===== src/hw/rtl/sint_pkg.sv =====
// Package for the segment intersection unit: coordinate width, derived
// datapath widths and the job record passed from the front end to the back end.
// No dependencies.
package sint_pkg;

    localparam int COORD_WIDTH = 16;
    localparam int DIFF_W      = COORD_WIDTH + 1;
    localparam int PROD_W      = 2 * DIFF_W;
    localparam int NUM_W       = PROD_W + 1;
    localparam int NX_W        = NUM_W + DIFF_W + 1;
    localparam int QUO_W       = COORD_WIDTH + 1;
    localparam int IN_BITS     = 8 * COORD_WIDTH;
    localparam int IN_TDATA_W  = ((IN_BITS + 7) / 8) * 8;
    localparam int OUT_BITS    = 1 + 2 * COORD_WIDTH;
    localparam int OUT_TDATA_W = ((OUT_BITS + 7) / 8) * 8;
    localparam int FIFO_DEPTH  = 4;
    localparam int FIFO_AW     = $clog2(FIFO_DEPTH);

    // Classified request: sign-normalized den and t numerator plus the
    // segment one terms needed to build the crossing point.
    typedef struct packed {
        logic                          hit;
        logic signed [NUM_W-1:0]       den;
        logic signed [NUM_W-1:0]       tn;
        logic signed [COORD_WIDTH-1:0] ax;
        logic signed [COORD_WIDTH-1:0] ay;
        logic signed [DIFF_W-1:0]      d1x;
        logic signed [DIFF_W-1:0]      d1y;
    } sint_job_t;

endpackage


===== src/hw/rtl/sint_fifo.sv =====
// Short queue of classified requests between the front and back ends.
// Depends on sint_pkg.
module sint_fifo (
    input  logic                aclk,
    input  logic                aresetn,
    input  logic                wr_valid,
    output logic                wr_ready,
    input  sint_pkg::sint_job_t wr_job,
    output logic                rd_valid,
    input  logic                rd_ready,
    output sint_pkg::sint_job_t rd_job
);
    import sint_pkg::*;

    sint_job_t          mem [FIFO_DEPTH];
    logic [FIFO_AW-1:0] wr_ptr_reg, rd_ptr_reg;
    logic [FIFO_AW:0]   count_reg;
    logic               push, pop;

    assign wr_ready = (count_reg != (FIFO_AW+1)'(FIFO_DEPTH));
    assign rd_valid = (count_reg != '0);
    assign push     = wr_valid && wr_ready;
    assign pop      = rd_valid && rd_ready;
    assign rd_job   = mem[rd_ptr_reg];

    always_ff @(posedge aclk) begin
        if (!aresetn) begin
            wr_ptr_reg <= '0;
            rd_ptr_reg <= '0;
            count_reg  <= '0;
        end else begin
            if (push) wr_ptr_reg <= wr_ptr_reg + 1'b1;
            if (pop)  rd_ptr_reg <= rd_ptr_reg + 1'b1;
            count_reg <= count_reg + (FIFO_AW+1)'(push) - (FIFO_AW+1)'(pop);
        end
        if (push) mem[wr_ptr_reg] <= wr_job;
    end

endmodule


===== config.mk =====
export PLATFORM = sky130hd
export DESIGN_NAME = sint_fifo
export DESIGN_NICKNAME = d
export VERILOG_FILES = /design/src/hw/rtl/sint_pkg.sv /design/src/hw/rtl/sint_fifo.sv
export SDC_FILE = /design/constraint.sdc
export NUM_CORES = 1
export LEC_CHECK = 0
export BUFFER_PORTS_ARGS = -buffer_cell sky130_fd_sc_hd__buf_2
export CAP_MARGIN = 20
export CORE_UTILIZATION = 55
export DETAILED_ROUTE_END_ITERATION = 6
export HOLD_SLACK_MARGIN = 0.03
export PLACE_DENSITY = 0.86
export SYNTH_ARGS = -nofsm -noshare
export SYNTH_HDL_FRONTEND = slang
export SYNTH_SLANG_ARGS = --single-unit

===== constraint.sdc =====
create_clock -name aclk -period 5.23 [get_ports aclk]
set_clock_uncertainty 0.05 [all_clocks]
set_input_delay 0 -clock aclk [delete_from_list [all_inputs] [get_ports aclk]]
set_output_delay 0 -clock aclk [all_outputs]
set_load 0.01 [all_outputs]

# Yosys cells after proc, flatten, opt, wreduce, memory -nomap -nowiden
# Memory sizes are Yosys's and may differ from the RTL's. A register that Yosys moved wholly into a read port is not among the register bits.
# Index checks and enable logic that the tools add are counted.
# W data, S select, Z words.
# word_totals
regBits,7
ramBits,548
output_inout_bits,139
memories,1
# memory_table
memory,depth,width,read_ports,rd_clocked_by_memory_dff,wr,line_no,source
mem,4,137,1,1,1,sint_fifo.sv:15,sint_job_t mem [FIFO_DEPTH];
# op_classes
addsub,4
n_eq_ne,1
n_mux,4
n_reduce_logical,3
# ops
op,count
$add A2 B1 Y2 const B,2
$mux W2,2
$add A3 B1 Y3,1
$ne A3 B3 Y1 const B,1
$reduce_bool A3 Y1,1
$sub A3 B1 Y3,1
$logic_and A1 B1 Y1,2
$mux W1,2

# Logic depth before layout (Yosys ltp)
# Gate-level depths: netlist of the first run.
# logic_depth
word_depth,4
mapped_depth,11
ltp_nobuf,11

# Worst setup path after synthesis of the first run
# Ideal clock, no wire load.
# synth_path
path_kind,register to register
start,register count_reg[1]
end,"memory mem[0][0] (netlist name), enable pin"
arrival_time_ps,4067
slack_ps,600
stages_incl_launch_ff,4
n_path_buf,0
synth_period_minus_slack_ps,4630
cell_sequence,dfxtp_1 -> nor2_1 -> a21boi_1 -> and2_1
# synth_between
elab_chain_len,4
# synth_rtl
element,line_no,source
"start, declared",sint_fifo.sv:17,logic [FIFO_AW:0] count_reg;
"start signal, assigned",sint_fifo.sv:34,count_reg <= count_reg + (FIFO_AW+1)'(push) - (FIFO_AW+1)'(pop);
$ne A3 B3 Y1,sint_fifo.sv:20,assign wr_ready = (count_reg != (FIFO_AW+1)'(FIFO_DEPTH));
$logic_and A1 B1 Y1,sint_fifo.sv:22,assign push = wr_valid && wr_ready;
$mux W1,sint_fifo.sv:36,if (push) mem[wr_ptr_reg] <= wr_job;
$mux W1 (not written as such),sint_fifo.sv:36,
"end, declared",sint_fifo.sv:15,
# No other way between the ends.

==> results of run 1 <==
-- layer usage --
layer	wire [um]	vias to the layer above
met3	3190	62
met5	16	-
li1	-	4201
met1	15300	4980
met2	21400	406
met4	876	2
-- kinds of logic after synthesis --
logic type                 share of synthesized area, %
AOI/OAI and AO/OA                                 0.124
xor gates and xnor gates                          0.173
adders and majority gates                         0.471
buffers and inverters                              1.08
DFF                                                82.3
muxes                                              15.4
and+or+nand+nor                                   0.452
-- cell usage in the layout, fill, tap and decap left out, types with 5 or more instances in the layout --
cell and instances:
sky130_fd_sc_hd__clkinv_1 12, sky130_fd_sc_hd__dfxtp_1 7, sky130_fd_sc_hd__edfxtp_1 548, sky130_fd_sc_hd__ha_1 6, sky130_fd_sc_hd__clkbuf_1 9, sky130_fd_sc_hd__clkinv_2 8, sky130_fd_sc_hd__dlygate4sd3_1 141, sky130_fd_sc_hd__buf_2 279
sky130_fd_sc_hd__buf_12 6, sky130_fd_sc_hd__clkbuf_16 55, sky130_fd_sc_hd__nand2_1 5, sky130_fd_sc_hd__inv_1 5, sky130_fd_sc_hd__mux4_2 137, sky130_fd_sc_hd__buf_4 6
-- through the flow --
stage	cells	power [mW]	setup slack (ns)
global placement	1484	8.08	2.65
global route	1717	12.2	2.19
finish	1718	11.8	2.41
detailed placement	1484	8.14	2.56
floorplan	763	7.27	0.600
CTS	1717	11.9	2.29
-- power groups by stage --
stage	sequential (mW)	combinational, mW	clock (mW)
global placement	5.67	2.41	0
CTS	5.62	2.55	3.72
floorplan	5.63	1.64	0
global route	5.66	2.69	3.89
detailed placement	5.71	2.43	0
finish	5.62	2.52	3.67
-- cell type report --
cell class | count | area (um2)
sequential | 557 | 16600
fill | 1993 | 10600
multi-input combinational | 170 | 3360
timing repair buffer | 432 | 2970
clock buffer | 64 | 1410
tap | 461 | 577
clock inverter | 28 | 239
inverter | 5 | 18.8
antenna | 1 | 2.50
-- final timing paths --
check / endpoint / cells after the start
worst max-delay path: rd_job[93] / 3
worst min-delay path: mem[2][58] / 2
worst max register to register: count_reg[2] / 11
worst min register to register: wr_ptr_reg[1] / 2
==> impl_summary.md, run 1 <==
Yosys
The synthesized design spends more area on one cell type than any other, namely sky130_fd_sc_hd__edfxtp_1. The flip-flop and latch count after synthesis is 557. The number of nets in the synthesized netlist is 911. The share of the synthesized area in the top cell type is 81.4%. The netlist uses 20 different library cells. In this run, synthesis inferred about 550 flip-flops with an integrated enable.

In the post-synthesis netlist, the cell with the most instances is sky130_fd_sc_hd__edfxtp_1. Sequential elements use 82.3% of the synthesized area. In the synthesized netlist the async set-or-reset flop fraction comes to 0%.

Yosys attributes the largest share of cell area to sky130_fd_sc_hd__edfxtp_1, sky130_fd_sc_hd__mux4_2, sky130_fd_sc_hd__dfxtp_1. The mean area per synthesized cell is 26.5 um2. The number of cells produced by synthesis is approximately 760.

The most common flop cell mapped by yosys is sky130_fd_sc_hd__edfxtp_1. The mapped netlist covers 20,200 um2. In the synthesized netlist, the cells that appear most often are sky130_fd_sc_hd__edfxtp_1, sky130_fd_sc_hd__mux4_2, sky130_fd_sc_hd__buf_2. The total of warnings raised by yosys is 0.

Timing
The setup-violating endpoint count in the final report is 0. The part of the cycle the worst path needs is between 50 and 60%. Across all hold checks on the routed design, the worst slack comes to 0.111 ns. The worst relative slew slack is between 30% and 40%. Setup total negative slack on the finished layout was measured at 0 ns. Setup repair after global routing left no endpoint under its margin. After layout, the minimum clock period comes to 2.82 ns. The number of pins exceeding their max-slew limit in the final report is 0. At the pin with the least slew margin, the transition time is 1.00 ns. The maximum operating frequency is ~350 MHz. The final hold violation count is 0.

Place
Detailed placement finished with a half-perimeter wire length of 22.2 mm. Once placement finished, the instance area stood at ~22,000 um2. The weighted congestion at the end of routability-driven global placement is 0.725. The number of port buffers is around 280.

Routing
The total via count after detailed routing is 9,651. In the routed design, unresolved DRC markers number 0. After the first detailed-routing iteration, the DRC count stood at just over 600. Summed over all layers, the routed wires come to 40.7 mm. Dividing the detail-routed via count by the number of cells gives around 5.6. The count of TritonRoute iterations in the first routing pass is 4. After detailed routing, the average wire length per cell comes to 23.7 um. The final antenna-violating net count is 0.

Pwr
The analysis attributes to net switching a power of 3.06 mW. The clock network fraction of total power is 31.1%. The switching part of the total is around a quarter.

Summed over all cells, the static leakage comes to about 8.5 nW. The share of total power in sequential cells is 47.6%. The worst voltage drop across the vdd grid is 0.335 mV. Combinational cells account for 21.3% of the total power. Dividing total power by cell area gives a power density of 468 nW/um2. The internal portion of total power is 8.74 mW.

Hold path
The worst hold path belongs to the class in -> reg. The startpoint identified for the worst hold timing path is wr_job[58].

Clock tree
Hold repair after CTS inserted roughly 140 buffers. The root buffer cell chosen for the clock tree is sky130_fd_sc_hd__clkbuf_16. The H-tree generated during clock tree synthesis spans 2 levels. The latest clock arrival within the worst-skew pair is ~0.58 ns. In this run the deepest clock path goes through 3 buffers. The clock net in this run drives a total of between 500 and 600 sinks. The count of buffers added by post-CTS timing repair for setup is 0.

The number of gates resized after CTS was 0. The number of clock buffers inserted by TritonCTS is 54. After clock tree synthesis, the clock-pin slew on the worst setup and hold paths is about 0.060 ns. TritonCTS built the clock tree.

Critical path
Along the worst path, the maximum fanout reaches 37. For the worst setup path, the data required time is 5.18 ns. The number of buffer and inverter stages on the critical path is 2. The delay contributed by the slowest stage of the critical path is 0.83 ns. The critical path goes through buf_4 -> mux4_2 -> buf_2. Setup slack on the worst reg-to-reg path comes out at 2.54 ns. The critical path is of the reg -> out type.

Data on the critical path arrives at its endpoint at 2.77 ns. The launch instance of the worst register-to-register path is count_reg[1]. The worst setup path is captured at a primary output.

The worst setup path is launched from a flip-flop. Broken down by cell family, the worst path's largest delay share belongs to flip-flops. The standard cell with the maximum stage delay on the critical path is sky130_fd_sc_hd__dfxtp_4.

Die
The row count is 69. In this run the standard cell core region covers around 36,000 um2. The initial core utilization is 56.4%. The floorplan step set the die height to between 150 and 200 um.

The chip width is 194 um. The floorplan step defined a die boundary enclosing 37,500 um2. The count of boundary I/O pins is 280.

Cells and area
The area growth from synthesis to layout is 24.8%. The final standard cell utilization of the core is a little over two thirds. The register with the most flip-flops in the layout has 548 of them. The fraction of final layout cells sized beyond drive strength 1 is 40.2%. In the final design database the tool counted 1,368 nets.

The final standard cell area without fillers is 25,200 um2.

Global route
The initial antenna violation count came to 2. In the global route stage, overall resource usage came out at 22.4%. The via count of the first global-routing pass is around 11,000. In this run the most used layer during global routing was met2. Global routing consumed, on the met1 layer, between 20 and 30% of the routing resources. The met2 capacity usage during global routing is between 30% and 40%. After global routing the overflow that remains totals 0.

The global-route met3 utilization is between 5 and 6%. The first global-routing pass estimated 62.4 mm of wire. Entering global routing, the biggest net connects 92 pins.

Run
Max-cap violations in this run came to 0.

Run status
The flow ran to the end, and the final reports show no timing, DRC or antenna violations.
Power figures use the tool's default switching activity.
==> run 2, diff against run 1 <==
==> constraint.sdc (replaced) <==
create_clock -name aclk -period 2.8 [get_ports aclk]
set_clock_uncertainty 0.05 [all_clocks]
set_input_delay 0 -clock aclk [delete_from_list [all_inputs] [get_ports aclk]]
set_output_delay 0 -clock aclk [all_outputs]
set_load 0.01 [all_outputs]
==> impl_summary.md, run 2 (synthesized netlist as in run 1, its figures left out) <==
Pwr
The clock network fraction of total power is 30.9% (-0.2 points). The switching part of the total is 26.3% (+0.33 points). The internal portion of total power is 16.5 mW (+89%). The net load switching power is 5.89 mW (+92%). The worst voltage drop across the vdd grid is 0.683 mV (+100%). The power density relative to cell area is 874 nW/um2 (+87%). The combinational fraction of design power is 22.5% (+1.2 points). The share of total power in sequential cells was 46.6% (-1.0 points). The reported leakage power is 8.73 nW (+2.3%).

The overall power is 22.4 mW (+90%).

Timing
In the finished design, the share of the clock period the worst path needs comes to 87.4%. Timing would allow up to 409 MHz. The clock period minus worst slack is 2.45 ns. The worst hold slack after final layout is 0.108 ns (-0.00295 ns).

Setup repair after global routing left no endpoint under its margin. The summed negative setup slack over all endpoints is 0 ns (unchanged). The number of pins exceeding their max-slew limit in the final report is 0 (unchanged). The actual transition at the worst max-transition pin is 0.755 ns (-0.248 ns).

The setup-violating endpoint count in the final report was 0 (unchanged). The worst relative slew slack was 49.7% (+17 points). The final hold violation count is 0 (unchanged).

Cells and area
From synthesis to final layout, the design area changed by 26.9%. The number of flip-flops under the largest register name is 548 (unchanged). The library cell used most frequently in the layout, excluding fill and tap cells, is sky130_fd_sc_hd__edfxtp_1. The final standard cell area without fillers came to 25,600 um2 (+1.7%). The final-layout fill cell count came to 2,006 (+0.65%).

The fraction of final layout cells sized beyond drive strength 1 is 41.5% (+1.3 points). In the layout the commonest cells are sky130_fd_sc_hd__edfxtp_1, sky130_fd_sc_hd__buf_2, sky130_fd_sc_hd__dlygate4sd3_1. The final layout net count is 1,393 (+1.8%).

Hold path
The classification of the worst-slack hold path is in -> reg. The number of cells traversed by the worst hold path is 2 (unchanged).

Clock tree
The number of clock buffers inserted by TritonCTS was 53 (-1.9%). The sink count of the clock tree is 557 (unchanged). The count of buffers added by post-CTS timing repair for setup is 0 (unchanged). The H-tree depth was 2 (unchanged). The clock edge transition at the registers on the reported setup and hold paths is 0.06 ns (about the same). TritonCTS built the clock tree. The maximum buffer depth of the clock tree is 3 (unchanged). The latest clock arrival within the worst-skew pair is 0.59 ns (about the same). The cell sitting at the root of the clock tree is a sky130_fd_sc_hd__clkbuf_16.

Die
The count of boundary I/O pins was 280 (unchanged). The overall die area is 37,500 um2 (unchanged). The chip width is 194 um (unchanged).

The die boundary height is 194 um (unchanged). The initial core utilization came to 56.4% (unchanged). The row count is 69 (unchanged).

The core outline area was 35,800 um2 (unchanged).

Critical path
The data required time at the worst endpoint is 3.22 ns (-1.96 ns). The number of cell instances on the worst register-to-register path came to 11 (unchanged). The slowest stage of the critical path is the sky130_fd_sc_hd__dfxtp_1 cell.

The largest driver fanout on the critical path is 6 (-84%). The data arrival time of the worst path is 2.87 ns (+0.10 ns). The worst setup path is of the reg -> reg kind.

STA classifies the critical path startpoint as a flip-flop. The signal on the critical path passes through nor2_1 -> a21boi_1 -> inv_1 -> ha_1 -> inv_1 -> ha_1 -> inv_1 -> fa_1 -> xnor2_1 -> xnor2_1 -> and2_1. The delay contributed by the slowest stage of the critical path is 0.46 ns (-0.37 ns). The endpoint kind of the worst setup timing path is a flip-flop. The most numerous cell type found on the critical path is sky130_fd_sc_hd__inv_1.

Global route
The wire length of the first global-routing pass is 64.3 mm (+3.0%). The initial antenna violation count came to 2 (unchanged). The via count of the first global-routing pass is 10,800 (+2.1%).

The all-layer global routing usage is 23.3% (+0.88 points). The sum of overflow across all layers after global routing came to 0 (unchanged). The maximum number of pins on one net before global-route repair is 74 (-20%).

Place
The post-detailed-placement cell area is 22,600 um2 (+1.8%). The number of port buffers was 279 (unchanged). The half-perimeter wire length of the detailed placement result was 24.1 mm (+8.7%).

The weighted congestion at the end of routability-driven global placement is 0.760 (+4.8%).

Routing
The average wire length per cell after detail routing was 24.3 um (+2.4%). The wire length reported by the detailed router is 42.5 mm (+4.4%). The initial detailed-routing violation count is 724 (+18%). The via-per-instance ratio was 5.67 (+0.86%). The final antenna-violating net count was 0 (unchanged). The count of TritonRoute iterations in the first routing pass is 5 (+1). The total via count after detailed routing came to 9,921 (+2.8%). The total DRC errors in the routed layout is 0 (unchanged).

Run status
The flow ran to the end, and the final reports show no timing, DRC or antenna violations.

Run
The number of max-capacitance violations reported was 0 (unchanged).
[run 2: changes by cell type in the layout (fill, tap and decap cells not counted), sizes merged]
cell      previous run  this run
clkinvlp             1         2
clkbuf              64        62
inv                  6         8
buf                291       317
clkinv              22        26
bufinv               4         5
diode                1         2
[run 2: path summary, 6_finish.rpt]
check	startpoint	to	slack (ns)
worst min-delay path	wr_job[89]	mem[1][89]	0.11
worst max register to register	count_reg[1]	count_reg[2]	0.35
worst min register to register	wr_ptr_reg[1]	wr_ptr_reg[1]	0.46
worst max-delay path	count_reg[1]	count_reg[2]	0.35
[run 2: per-stage QoR]
step | utilization (%) | setup slack [ns] | instances
2_1_floorplan | - | -0.324 | 763
3_3_place_gp | 63.0 | 0.553 | 1510
3_5_place_dp | 63.0 | 0.441 | 1510
4_1_cts | 71.6 | 0.348 | 1749
5_1_grt | 71.6 | 0.202 | 1751
6_report | 71.6 | 0.354 | 1751
[run 2: cell type report]
| cell class | instances | area (um2) | area share, % |
|---|---|---|---|
| diodes | 2 | 5.00 | 0.0195 |
| clock buffers | 62 | 1360 | 5.30 |
| clock inverters | 36 | 309 | 1.21 |
| inverters | 5 | 18.8 | 0.0732 |
| multi-input cells | 170 | 3360 | 13.1 |
| flip-flops and latches | 557 | 16600 | 64.9 |
| well taps | 461 | 577 | 2.25 |
| repair buffers | 458 | 3370 | 13.1 |
[run 2: timing repair]
action                                 4_1_cts  5_1_grt
endpoints found under the hold margin      557        0
resized for setup                            0        0
setup endpoints to repair                    0        0
hold buffers                               141        0
[run 2: metal layers]
metal / share of wire [%] / up-vias / GRT usage (%) / wire length [um]
met3: 7.2 / 97 / 5.69 / 3080
met1: 37 / 5147 / 28.3 / 15700
li1: - / 4277 / - / -
met4: 3.4 / 0 / 10.0 / 1460
met5: 0 / - / 0 / 0
met2: 52 / 400 / 40.1 / 22200
[run 2: worst max-delay path, delay by kind of cell (launching register included)]
family,cells,cell delay [ns]
flip-flops,1,0.46
buffers and inverters,3,0.17
AO/OA/AOI/OAI,1,0.22
adder cells (fa/ha/maj),3,0.82
AND/OR/NAND/NOR,2,0.31
XOR/XNOR,2,0.29
[run 2: power by group through the flow]
| stage | combinational, mW | clock (mW) | sequential (mW) |
|---|---|---|---|
| 2_1_floorplan | 3.07 | 0 | 10.4 |
| 3_3_place_gp | 4.83 | 0 | 10.5 |
| 3_5_place_dp | 4.90 | 0 | 10.6 |
| 4_1_cts | 5.10 | 6.97 | 10.4 |
| 5_1_grt | 5.38 | 7.32 | 10.5 |
| 6_report | 5.05 | 6.92 | 10.4 |
